<file path="src/hdl/prqs_pkg.sv">
`timescale 1ns / 1ps
// ----------------------------------------------------------------------------
// prqs_pkg
// Shared types and constants for the priority ready-queue scheduler.
// ----------------------------------------------------------------------------
package prqs_pkg;

   localparam int THREADS_DEFAULT = 64;
   localparam int LEVELS_DEFAULT  = 8;

   localparam int THREAD_ID_W = 6;
   localparam int PRIORITY_W  = 3;

   localparam logic OP_ENQUEUE = 1'b0;
   localparam logic OP_TICK    = 1'b1;

   typedef struct packed {
      logic                   op;
      logic [THREAD_ID_W-1:0] thread_id;
      logic [PRIORITY_W-1:0]  priority_req;
      logic                   current_ready;
   } prqs_req_type;

   typedef struct packed {
      logic [THREAD_ID_W-1:0] next_thread;
      logic                   none_ready;
   } prqs_rsp_type;

   // commands into the level table
   typedef struct packed {
      logic append;
      logic pop;
      logic head_load;
   } prqs_lvl_cmd_type;

endpackage

</file>
<file path="src/hdl/priority_ready_queue_scheduler.sv">
`timescale 1ns / 1ps
// ----------------------------------------------------------------------------
// priority_ready_queue_scheduler
// Multilevel priority round-robin scheduler over linked-list ready queues.
// ----------------------------------------------------------------------------
// An enqueue beat is taken from idle and keeps busy high while the old tail
// is linked. A tick goes through the pop step; the head then advances through
// the link table unless the picked thread empties its level or none is ready,
// and before the pop a valid, still-ready current thread is requeued (priority
// table read, then tail link). The sequence is set by the single write port of
// the link table and the registered reads of the priority and link tables. The
// result strobe is registered from the pop step and is high for exactly one
// cycle; the receiver cannot hold it off. No clearing pass follows reset:
// start may be raised in the first cycle after reset.
// ----------------------------------------------------------------------------
module priority_ready_queue_scheduler #(
   parameter int THREADS = prqs_pkg::THREADS_DEFAULT,
   parameter int LEVELS  = prqs_pkg::LEVELS_DEFAULT
) (
   input  logic                   clock,
   input  logic                   reset,
   input  logic                   start,
   output logic                   busy,
   input  prqs_pkg::prqs_req_type req_data,
   output logic                   rsp_strobe,
   output prqs_pkg::prqs_rsp_type rsp_data
);
   import prqs_pkg::*;

   localparam int TW = $clog2(THREADS);
   localparam int LW = (LEVELS > 1) ? $clog2(LEVELS) : 1;

   localparam logic [2:0] ST_IDLE     = 3'd0;
   localparam logic [2:0] ST_RQ_PRIO  = 3'd1;
   localparam logic [2:0] ST_LINK     = 3'd2;
   localparam logic [2:0] ST_POP      = 3'd3;
   localparam logic [2:0] ST_POP_NEXT = 3'd4;

   logic [2:0]    state_ff, state_in;
   logic [TW-1:0] cur_thread_ff, cur_thread_in;
   logic          cur_valid_ff, cur_valid_in;
   logic          tick_ff, tick_in;
   logic [TW-1:0] link_thread_ff, link_thread_in;
   logic [TW-1:0] link_tail_ff, link_tail_in;
   logic          link_tail_ok_ff, link_tail_ok_in;
   logic [LW-1:0] pop_level_ff, pop_level_in;
   logic          rsp_strobe_ff, rsp_strobe_in;
   prqs_rsp_type  rsp_data_ff, rsp_data_in;

   logic             accept;
   logic             enq_ok;
   logic [TW-1:0]    enq_thread;
   logic [LW-1:0]    enq_level;
   logic             rq_ok;

   prqs_lvl_cmd_type lvl_cmd;
   logic [LW-1:0]    append_level;
   logic [TW-1:0]    append_thread;
   logic             any_nonempty;
   logic [LW-1:0]    pick_level;
   logic [TW-1:0]    pick_head;
   logic             pick_last;
   logic [TW-1:0]    old_tail;
   logic             old_nonempty;

   logic             link_wr_en;
   logic [TW-1:0]    link_wr_addr;
   logic [TW-1:0]    link_wr_data;
   logic [TW-1:0]    link_rd;
   logic             prio_wr_en;
   logic [LW-1:0]    prio_rd;

   assign busy   = (state_ff != ST_IDLE);
   assign accept = start && !busy;

   assign enq_ok = (req_data.op == OP_ENQUEUE)
                   && (32'(req_data.thread_id) < THREADS)
                   && (32'(req_data.priority_req) < LEVELS);
   assign enq_thread = TW'(req_data.thread_id);
   assign enq_level  = LW'(req_data.priority_req);
   assign rq_ok      = (32'(prio_rd) < LEVELS);

   // level table commands
   always_comb begin
      lvl_cmd.append    = ((state_ff == ST_IDLE) && accept && enq_ok)
                          || ((state_ff == ST_RQ_PRIO) && rq_ok);
      lvl_cmd.pop       = (state_ff == ST_POP) && any_nonempty;
      lvl_cmd.head_load = (state_ff == ST_POP_NEXT);
      append_level      = (state_ff == ST_IDLE) ? enq_level : prio_rd;
      append_thread     = (state_ff == ST_IDLE) ? enq_thread : cur_thread_ff;
   end

   // link table write port: clear the new tail's link, then chain the old tail
   always_comb begin
      link_wr_en   = 1'b0;
      link_wr_addr = link_tail_ff;
      link_wr_data = '0;
      priority case (1'b1)
         (state_ff == ST_IDLE) && accept && enq_ok: begin
            link_wr_en   = 1'b1;
            link_wr_addr = enq_thread;
         end
         (state_ff == ST_RQ_PRIO) && rq_ok: begin
            link_wr_en   = 1'b1;
            link_wr_addr = cur_thread_ff;
         end
         (state_ff == ST_LINK) && link_tail_ok_ff: begin
            link_wr_en   = 1'b1;
            link_wr_data = link_thread_ff;
         end
         default: begin
            link_wr_en = 1'b0;
         end
      endcase
   end

   assign prio_wr_en = (state_ff == ST_IDLE) && accept && enq_ok;

   always_comb begin
      state_in        = state_ff;
      cur_thread_in   = cur_thread_ff;
      cur_valid_in    = cur_valid_ff;
      tick_in         = tick_ff;
      link_thread_in  = link_thread_ff;
      link_tail_in    = link_tail_ff;
      link_tail_ok_in = link_tail_ok_ff;
      pop_level_in    = pop_level_ff;
      rsp_strobe_in   = 1'b0;
      rsp_data_in     = rsp_data_ff;
      unique case (state_ff)
         ST_IDLE: begin
            if (accept) begin
               if (req_data.op == OP_ENQUEUE) begin
                  if (enq_ok) begin
                     state_in        = ST_LINK;
                     tick_in         = 1'b0;
                     link_thread_in  = enq_thread;
                     link_tail_in    = old_tail;
                     link_tail_ok_in = old_nonempty;
                  end
               end else if (cur_valid_ff && req_data.current_ready) begin
                  state_in = ST_RQ_PRIO;
               end else begin
                  state_in = ST_POP;
               end
            end
         end
         ST_RQ_PRIO: begin
            if (rq_ok) begin
               state_in        = ST_LINK;
               tick_in         = 1'b1;
               link_thread_in  = cur_thread_ff;
               link_tail_in    = old_tail;
               link_tail_ok_in = old_nonempty;
            end else begin
               state_in = ST_POP;
            end
         end
         ST_LINK: begin
            state_in = tick_ff ? ST_POP : ST_IDLE;
         end
         ST_POP: begin
            rsp_strobe_in = 1'b1;
            if (any_nonempty) begin
               rsp_data_in.next_thread = THREAD_ID_W'(pick_head);
               rsp_data_in.none_ready  = 1'b0;
               cur_thread_in           = pick_head;
               cur_valid_in            = 1'b1;
               pop_level_in            = pick_level;
               state_in                = pick_last ? ST_IDLE : ST_POP_NEXT;
            end else begin
               rsp_data_in.next_thread = '0;
               rsp_data_in.none_ready  = 1'b1;
               cur_valid_in            = 1'b0;
               state_in                = ST_IDLE;
            end
         end
         ST_POP_NEXT: begin
            state_in = ST_IDLE;
         end
         default: begin
            state_in = ST_IDLE;
         end
      endcase
   end

   always_ff @(posedge clock) begin
      if (reset) begin
         state_ff      <= ST_IDLE;
         cur_thread_ff <= TW'(THREADS - 1);
         cur_valid_ff  <= 1'b1;
         rsp_strobe_ff <= 1'b0;
      end else begin
         state_ff      <= state_in;
         cur_thread_ff <= cur_thread_in;
         cur_valid_ff  <= cur_valid_in;
         rsp_strobe_ff <= rsp_strobe_in;
      end
   end

   always_ff @(posedge clock) begin
      tick_ff         <= tick_in;
      link_thread_ff  <= link_thread_in;
      link_tail_ff    <= link_tail_in;
      link_tail_ok_ff <= link_tail_ok_in;
      pop_level_ff    <= pop_level_in;
      rsp_data_ff     <= rsp_data_in;
   end

   assign rsp_strobe = rsp_strobe_ff;
   assign rsp_data   = rsp_data_ff;

   prqs_levels #(
      .THREADS (THREADS),
      .LEVELS  (LEVELS)
   ) u_levels (
      .clock         (clock),
      .reset         (reset),
      .cmd           (lvl_cmd),
      .append_level  (append_level),
      .append_thread (append_thread),
      .head_level    (pop_level_ff),
      .head_value    (link_rd),
      .any_nonempty  (any_nonempty),
      .pick_level    (pick_level),
      .pick_head     (pick_head),
      .pick_last     (pick_last),
      .old_tail      (old_tail),
      .old_nonempty  (old_nonempty)
   );

   // next-thread links; read at the picked head during the pop
   prqs_ram #(
      .DEPTH (THREADS),
      .WIDTH (TW)
   ) u_link_ram (
      .clock   (clock),
      .wr_en   (link_wr_en),
      .wr_addr (link_wr_addr),
      .wr_data (link_wr_data),
      .rd_addr (pick_head),
      .rd_data (link_rd)
   );

   // recorded level per thread; read at the current thread for requeue
   prqs_ram #(
      .DEPTH (THREADS),
      .WIDTH (LW)
   ) u_prio_ram (
      .clock   (clock),
      .wr_en   (prio_wr_en),
      .wr_addr (enq_thread),
      .wr_data (enq_level),
      .rd_addr (cur_thread_ff),
      .rd_data (prio_rd)
   );

   a_rsp_from_pop: assert property (@(posedge clock) disable iff (reset)
      rsp_strobe |-> ($past(state_ff) == ST_POP))
      else $error("result beat outside the pop step");

   a_none_clears_current: assert property (@(posedge clock) disable iff (reset)
      (rsp_strobe && rsp_data.none_ready) |-> !cur_valid_ff)
      else $error("current thread still valid after an empty pick");

   a_direct_tick: assert property (@(posedge clock) disable iff (reset)
      (accept && (req_data.op == OP_TICK)
       && !(cur_valid_ff && req_data.current_ready)) |=> ##1 rsp_strobe)
      else $error("tick without requeue gave no result beat");

endmodule

</file>
<file path="src/hdl/prqs_ram.sv">
`timescale 1ns / 1ps
// ----------------------------------------------------------------------------
// prqs_ram
// Simple dual-port synchronous RAM, one write and one registered read port.
// ----------------------------------------------------------------------------
module prqs_ram #(
   parameter int DEPTH = 64,
   parameter int WIDTH = 6
) (
   input  logic                     clock,
   input  logic                     wr_en,
   input  logic [$clog2(DEPTH)-1:0] wr_addr,
   input  logic [WIDTH-1:0]         wr_data,
   input  logic [$clog2(DEPTH)-1:0] rd_addr,
   output logic [WIDTH-1:0]         rd_data
);

   logic [WIDTH-1:0] mem [DEPTH];
   logic [WIDTH-1:0] rd_data_ff;

   always_ff @(posedge clock) begin
      if (wr_en) begin
         mem[wr_addr] <= wr_data;
      end
   end

   always_ff @(posedge clock) begin
      rd_data_ff <= mem[rd_addr];
   end

   assign rd_data = rd_data_ff;

endmodule

</file>
<file path="src/hdl/prqs_levels.sv">
`timescale 1ns / 1ps
// ----------------------------------------------------------------------------
// prqs_levels
// Per-level head, tail and non-empty flags with the lowest-level pick logic.
// ----------------------------------------------------------------------------
module prqs_levels #(
   parameter int THREADS = prqs_pkg::THREADS_DEFAULT,
   parameter int LEVELS  = prqs_pkg::LEVELS_DEFAULT,
   localparam int TW = $clog2(THREADS),
   localparam int LW = (LEVELS > 1) ? $clog2(LEVELS) : 1
) (
   input  logic                       clock,
   input  logic                       reset,
   input  prqs_pkg::prqs_lvl_cmd_type cmd,
   input  logic [LW-1:0]              append_level,
   input  logic [TW-1:0]              append_thread,
   input  logic [LW-1:0]              head_level,
   input  logic [TW-1:0]              head_value,
   output logic                       any_nonempty,
   output logic [LW-1:0]              pick_level,
   output logic [TW-1:0]              pick_head,
   output logic                       pick_last,
   output logic [TW-1:0]              old_tail,
   output logic                       old_nonempty
);
   import prqs_pkg::*;

   logic [TW-1:0]     head_ff [LEVELS];
   logic [TW-1:0]     tail_ff [LEVELS];
   logic [LEVELS-1:0] nonempty_ff;

   // lowest-numbered non-empty level wins
   always_comb begin
      pick_level = '0;
      for (int i = LEVELS - 1; i >= 0; i--) begin
         if (nonempty_ff[i]) begin
            pick_level = LW'(i);
         end
      end
   end

   assign any_nonempty = |nonempty_ff;
   assign pick_head    = head_ff[pick_level];
   assign pick_last    = (head_ff[pick_level] == tail_ff[pick_level]);
   assign old_tail     = tail_ff[append_level];
   assign old_nonempty = nonempty_ff[append_level];

   always_ff @(posedge clock) begin
      if (reset) begin
         nonempty_ff <= '0;
      end else begin
         if (cmd.append) begin
            nonempty_ff[append_level] <= 1'b1;
         end
         if (cmd.pop && pick_last) begin
            nonempty_ff[pick_level] <= 1'b0;
         end
      end
   end

   always_ff @(posedge clock) begin
      if (cmd.append) begin
         tail_ff[append_level] <= append_thread;
         if (!nonempty_ff[append_level]) begin
            head_ff[append_level] <= append_thread;
         end
      end
      if (cmd.head_load) begin
         head_ff[head_level] <= head_value;
      end
   end

   a_cmd_exclusive: assert property (@(posedge clock) disable iff (reset)
      !(cmd.append && (cmd.pop || cmd.head_load)))
      else $error("level append overlaps a pop");

   a_load_live: assert property (@(posedge clock) disable iff (reset)
      cmd.head_load |-> nonempty_ff[head_level])
      else $error("head advance on an empty level");

   a_pop_live: assert property (@(posedge clock) disable iff (reset)
      cmd.pop |-> nonempty_ff[pick_level])
      else $error("pop from an empty level");

endmodule
</file>
<file path="config.mk">
export PLATFORM = sky130hd
export DESIGN_NAME = priority_ready_queue_scheduler
export DESIGN_NICKNAME = d
export VERILOG_FILES = /design/src/hdl/prqs_pkg.sv /design/src/hdl/priority_ready_queue_scheduler.sv /design/src/hdl/prqs_ram.sv /design/src/hdl/prqs_levels.sv
export SDC_FILE = /design/constraint.sdc
export NUM_CORES = 1
export LEC_CHECK = 0
export BUFFER_PORTS_ARGS = -buffer_cell sky130_fd_sc_hd__buf_2
export CAP_MARGIN = 5
export CORE_ASPECT_RATIO = 0.75
export CORE_MARGIN = 2
export CORE_UTILIZATION = 40
export CTS_CLUSTER_SIZE = 30
export DETAILED_ROUTE_END_ITERATION = 6
export PLACE_DENSITY = 0.66
export SLEW_MARGIN = 10
export SYNTH_ARGS = -nofsm -noshare
export SYNTH_HDL_FRONTEND = slang
export SYNTH_SLANG_ARGS = --single-unit
export TNS_END_PERCENT = 30
</file>
<file path="constraint.sdc">
create_clock -name clock -period 8.2 [get_ports clock]
set_input_delay 0.41 -clock clock [delete_from_list [all_inputs] [get_ports clock]]
set_output_delay 0.41 -clock clock [all_outputs]
set_load 0.02 [all_outputs]
</file>
# [Word-level counts from Yosys, hierarchy flattened]
# Memory sizes are Yosys's and may differ from the RTL's. A register that Yosys moved wholly into a read port is not among the register bits.
# Index checks and enable logic that the tools add are counted.
[word_totals] regBits=43 latchBits=0 ram_bits=672 romBits=0 output_inout_bits=9 word_cells=112 n_memories=4
[memory_table] memory="u_link_ram.mem" words=64 width=6 read_ports=1 rd_ports_with_merged_regs=1 write_ports=1 line="prqs_ram.sv:18" source="logic [WIDTH-1:0] mem [DEPTH];"
[memory_table] memory="u_prio_ram.mem" words=64 width=3 read_ports=1 rd_ports_with_merged_regs=1 write_ports=1 line="prqs_ram.sv:18"
[memory_table] memory="u_levels.head_ff" words=8 width=6 read_ports=1 rd_ports_with_merged_regs=0 write_ports=1 line="prqs_levels.sv:28" source="logic [TW-1:0] head_ff [LEVELS];"
[memory_table] memory="u_levels.tail_ff" words=8 width=6 read_ports=2 rd_ports_with_merged_regs=0 write_ports=1 line="prqs_levels.sv:29" source="logic [TW-1:0] tail_ff [LEVELS];"
[op_classes] addsub=0 mul=0 div_mod_pow=0 magnitude_cmp=4 n_eq_ne=7 shift=0 muxes=63 bitwise=4 reduce_logical=18
[ops] op="6-bit two-way mux" count=11
[ops] op="3-bit two-way mux" count=13
[ops] op="1-bit two-way mux" count=25
[ops] op="8-bit two-way mux" count=3
[ops] op="6-bit one-hot mux with 2 select lines" count=2
[ops] op="3-bit one-hot mux with 4 select lines" count=1
[ops] op="1-bit logical AND" count=9
[ops] op="8-bit AND" count=1
[ops] op="3-bit by 4-bit < comparator with 1-bit output (second input constant)" count=2
[ops] op="8-bit NOT" count=1
[ops] op="8-bit bitwise OR" count=1
[ops] op="8-bit OR reduction" count=1
[ops] op="1-bit demux with 3-bit select" count=2
[ops] op="3-bit by 2-bit == test with 1-bit output (second input constant)" count=2
[ops] op="6-bit == test" count=1
[ops] op="3-bit by 1-bit greater-or-equal comparator with 1-bit output (second input constant)" count=2
[ops] op="2-bit two-way mux" count=3
[ops] op="6-bit OR reduction" count=1
[ops] op="2-bit inequality test (second input constant)" count=2
[ops] op="1-bit one-hot mux with 2 select lines" count=2
[ops] op="1-bit binary-select mux with 3-bit select" count=1
[ops] op="3-bit by 1-bit == test with 1-bit output (second input constant)" count=1
[ops] op="3-bit == test (second input constant)" count=1
[ops] op="3-bit logical NOT" count=1
[ops] op="7 further kinds" count=7

# [Longest topological paths before layout]
[logic_depth] word_depth=15 mapped_depth=13 depth_no_buf=10

# [By module]
# From an unflattened synthesis, not the netlist that was laid out.
[unflattened] cells_unflattened=1775 hier_area_um2=30370.4
[by_module_without_submodules] mod="prqs_ram (u_link_ram)" n_inst=1 cells_per_inst=720 area_per_inst_um2=15225.9 seq_area_each_um2=11651.2
[by_module_without_submodules] mod="prqs_ram (u_prio_ram)" n_inst=1 cells_per_inst=423 area_per_inst_um2=7863.8 seq_area_each_um2=5825.6
[by_module_without_submodules] mod="prqs_levels" n_inst=1 cells_per_inst=470 area_per_inst_um2=5650.4 seq_area_each_um2=3042.9
[by_module_without_submodules] mod="priority_ready_queue_scheduler" n_inst=1 cells_per_inst=162 area_per_inst_um2=1630.3 seq_area_each_um2=940.9

# [Least setup slack after synthesis]
# OpenSTA, ideal clock, no wires.
[synth_timing] path_kind="reg2reg" startpoint="reg state_ff[2]" endpoint="mem u_levels.head_ff[0][0] (netlist name), enable pin" arrival_ps=2950 slack_ps=4900 stages_incl_launch_ff=9 synth_period_minus_slack_ps=3300 path_cell_list="dfxtp_1 clkbuf_1 nor3_1 mux2i_1 mux4_2 mux2_2 o21a_1 or2_2 nor2_1"
[synth_via] elab_chain_cells=9 word_cells_on_any_way=20 cone_classes="2 x eq/ne; 10 x mux; 8 x reduce/logical"
[synth_rtl] element="from (decl)" line="priority_ready_queue_scheduler.sv:39" source="logic [2:0] state_ff, state_in;"
[synth_rtl] element="from (signal assigned)" line="priority_ready_queue_scheduler.sv:194" source="state_ff <= state_in;"
[synth_rtl] element="branches (longest 9 deep; another with 3-bit logical NOT)"
[synth_rtl] element="to (decl)" line="prqs_levels.sv:28"
# Parallel ways; which one is timed is not known. The select of a mux whose other input is x is not followed.

# [Final worst setup path]
[layout_timing] startpoint="reg u_levels.nonempty_ff[2]" endpoint="reg u_link_ram.rd_data_ff[4] (netlist: u_link_ram.rd_data[4]), read port of u_link_ram.mem"
[layout_via] elab_chain_cells=4
[layout_rtl] element="from (decl)" line="prqs_levels.sv:30" source="logic [LEVELS-1:0] nonempty_ff;"
[layout_rtl] element="from (signal assigned)" line="prqs_levels.sv:50" source="nonempty_ff <= '0;"
[layout_rtl] element="from (signal, indexed assignment)" line="prqs_levels.sv:53" source="nonempty_ff[append_level] <= 1'b1;"
[layout_rtl] element="from (signal, indexed assignment)" line="prqs_levels.sv:56" source="nonempty_ff[pick_level] <= 1'b0;"
[layout_rtl] element="3-bit two-way mux (3 in series)" line="prqs_levels.sv:36" source="if (nonempty_ff[i]) begin"
[layout_rtl] element="memory 8 x 6 bit"
[layout_rtl] element="to (decl)" line="prqs_ram.sv:19" source="logic [WIDTH-1:0] rd_data_ff;"
# No other way between the ends.
# A chain may end at the register's enable or synchronous reset.

==> flow_summary.ini <==
[grt]
grt_max_degree = 67
antenna_found_initial = 0
grt_use_total = 0.178
grt_overflow = 0
grt_pass1_vias = 15500
grt_pass1_wl_um = 99900

[timing]
setup_viol = 0
tns_ns = 0
finalCritPeriodShare = 0.594
slew-limit-headroom = 0.182
clock.fmax_mhz = 205
timing.final.crit_period_ns = 4.87
final_max_slew_viol_count = 0
tightest_slew_ns = 1.23
skew_ns = 0.0389
rsz0062_at_grt = no
hold_viol = 0

[floorplanning]
die_h_um = 238
io_pins = 23
core_area_mm2 = 0.0721
start_util = 0.406
fp-row-count = 85
die_w_um = 317
die-area_mm2 = 0.0755

[pwr]
pwr-share-seq = 0.495
p_sw_frac = 0.247
p_int_uw = 6330
pwr_density_cell_mw_per_mm2 = 257
peakVddDrop_mv = 0.139
p_sw_uw = 2070
clkPwrFrac = 0.379
totalPowerFinal_uw = 8400
pwr-share-comb = 0.126
leakagePower_uw = 0.0107

[clock_network]
hold_buffers = 0
cts_tree = yes
cts_max_level = 3
clock_latency_ns = 0.62
cts_resized = 0
clockBufferDepth = 3
post_cts_buffers = 0
numCtsBuffers = 70
cts-root-buf = clkbuf_16
cts.clk_slew.worst_paths_ns = 0.06
cts.sinks = 724

[flow_run]
maxCapViolCount = 0

[hold_path]
hold_class = input port to flip-flop

[yosys]
avgSynthCellArea_um2 = 18.0
async_reset_ff_frac = 0
yosysSeqAreaShare = 0.732
synth-main-ff-cell = edfxtp_1
synth_area_leaders = edfxtp_1 71%, mux4_2 11%, nor2_1 2.7%
synth_cell_types = 72
synth_area_mm2 = 0.0293
synthCells = 1630
synth_seq_cells = 724
synth_edf_count = 696
yosys_warnings = 0
synth_nets = 1644
synth_top_area_frac = 0.713
synth_area_leader_cell = edfxtp_1

[place]
port_buffers = 22
dpl.hpwl_um = 41400
place_congestion = 0.860

[routing]
vias = 15500
ant_nets = 0
post_drt_via_cell_ratio = 5.79
remaining_drc_errors = 0
first_pass_iters = 5
wl_per_cell_um = 24.9
drtIter0Drc = 1846
wl_um = 66600

[layout]
antenna_cells = 0
syn2layout_area_growth_pct = 11.6
fin_nets = 1681
drive_gt1_frac = 0.207

[critical_path]
start_kind = flip-flop
worstPathRequired_ns = 8.70
crit_type = flip-flop to flip-flop
end_kind = flip-flop
cp.arrival_ns = 5.37
critPathMaxFanout = 39

[run_status]
status = complete, no violations
==> cell families after synthesis <==
| kind of cell | after synthesis | share of synthesized area |
|---|---|---|
| AO/OA/AOI/OAI | 187 | 0.0492 |
| AND/OR/NAND/NOR | 378 | 0.0585 |
| XOR/XNOR | 5 | 0.00149 |
| buffers and inverters | 101 | 0.0161 |
| multiplexers | 235 | 0.142 |
| flip-flops | 724 | 0.732 |
==> worst max-delay path: stages, from the launching register on <==
cell and delay, ns:
dfxtp_1 0.62, nand2b_1 0.51, a21oi_1 0.24, nor2_4 0.33
mux2_2 0.45, nor3_4 0.20, buf_4 0.47, buf_4 0.62
mux4_2 0.42, a22oi_1 0.19, a31oi_1 0.24, or4_1 0.44
==> cell usage in the layout (no fill, tap or decap), drive strengths merged, types with 5 or more instances in the layout <==
cell type	count
mux4	143
a311oi	5
o21ai	14
nand4	6
clkbuf	90
mux2	24
edfxtp	696
buf	50
a221oi	6
a22oi	25
or4	9
mux2i	68
dfxtp	28
o22ai	15
nor2	215
nor2b	8
nand2b	12
inv	17
bufinv	5
a31oi	32
o22a	28
clkinv	27
or3	5
and2	8
nand2	58
nor3	15
a211o	8
a21oi	15
nand3	21
nand3b	5
==> cells in the mapped netlist, drive strengths merged, types with 4 or more instances <==
library cell / count
edfxtp: 696
nor2: 215
mux4: 143
mux2i: 68
nand2: 58
buf: 47
clkbuf: 38
a31oi: 32
dfxtp: 28
o22a: 28
a22oi: 25
mux2: 24
nand3: 21
inv: 16
a21oi: 15
nor3: 15
o22ai: 15
o21ai: 14
nand2b: 12
or4: 9
a211o: 8
and2: 8
nor2b: 8
a221oi: 6
nand4: 6
a311oi: 5
nand3b: 5
or3: 5
a211oi: 4
a21o: 4
a221o: 4
nor4: 4
o2bb2ai: 4
o31ai: 4
o32ai: 4
or2: 4
==> registers in the layout, indices dropped and copies added (netlist names), 3 cells and up <==
| register | count |
|---|---|
| link_tail_ff | 6 |
| u_prio_ram.rd_data | 3 |
| u_levels.nonempty_ff | 8 |
| u_levels.head_ff | 48 |
| u_prio_ram.mem | 192 |
| rsp_data | 7 |
| u_link_ram.rd_data | 6 |
| link_thread_ff | 6 |
| cur_thread_ff | 6 |
| u_link_ram.mem | 384 |
| u_levels.tail_ff | 48 |
| pop_level_ff | 3 |
| state_ff | 3 |
==> layout make-up <==
class | count | area (um^2)
tap | 957 | 1200
inverter | 16 | 60.1
multi-input combinational | 805 | 7400
timing repair buffer | 50 | 320
clock buffer | 90 | 1900
sequential | 724 | 21500
fill | 6094 | 39400
clock inverter | 35 | 362
==> final timing paths <==
check / start / endpoint / slack, ns / cells past startpoint
hold / removal: req_data[0] / state_ff[1] / 0.05 / 2
setup / recovery: u_levels.nonempty_ff[2] / u_link_ram.rd_data[4] / 3.33 / 11
hold reg to reg: cur_thread_ff[0] / cur_thread_ff[0] / 0.50 / 1
setup reg to reg: u_levels.nonempty_ff[2] / u_link_ram.rd_data[4] / 3.33 / 11
==> routing by layer <==
layer	global-route usage	vias up	wire, um
met3	0.0415	92	5770
met2	0.261	695	29900
met1	0.267	8071	29600
met5	0	-	0
met4	0.0452	0	1260
li1	-	6651	-
==> metrics by stage <==
stage	utilization	hold WS, ns	cells	instance area, um^2	setup slack (ns)
2_1_floorplan	-	0.427	1630	29300	4.90
3_3_place_gp	0.422	0.475	2552	30400	3.46
3_5_place_dp	0.422	0.488	2552	30400	3.37
4_1_cts	0.454	0.0343	2677	32700	3.36
5_1_grt	0.454	0.0349	2677	32700	3.09
6_report	0.454	0.0505	2677	32700	3.33
==> power by group through the flow <==
| stage | logic, uW | clock network [uW] | registers, uW |
|---|---|---|---|
| 2_1_floorplan | 752 | 0 | 4210 |
| 3_3_place_gp | 1040 | 0 | 4230 |
| 3_5_place_dp | 1050 | 0 | 4240 |
| 4_1_cts | 1050 | 3230 | 4160 |
| 5_1_grt | 1130 | 3380 | 4160 |
| 6_report | 1060 | 3190 | 4160 |
No activity file was read; power rests on OpenSTA's default activity.
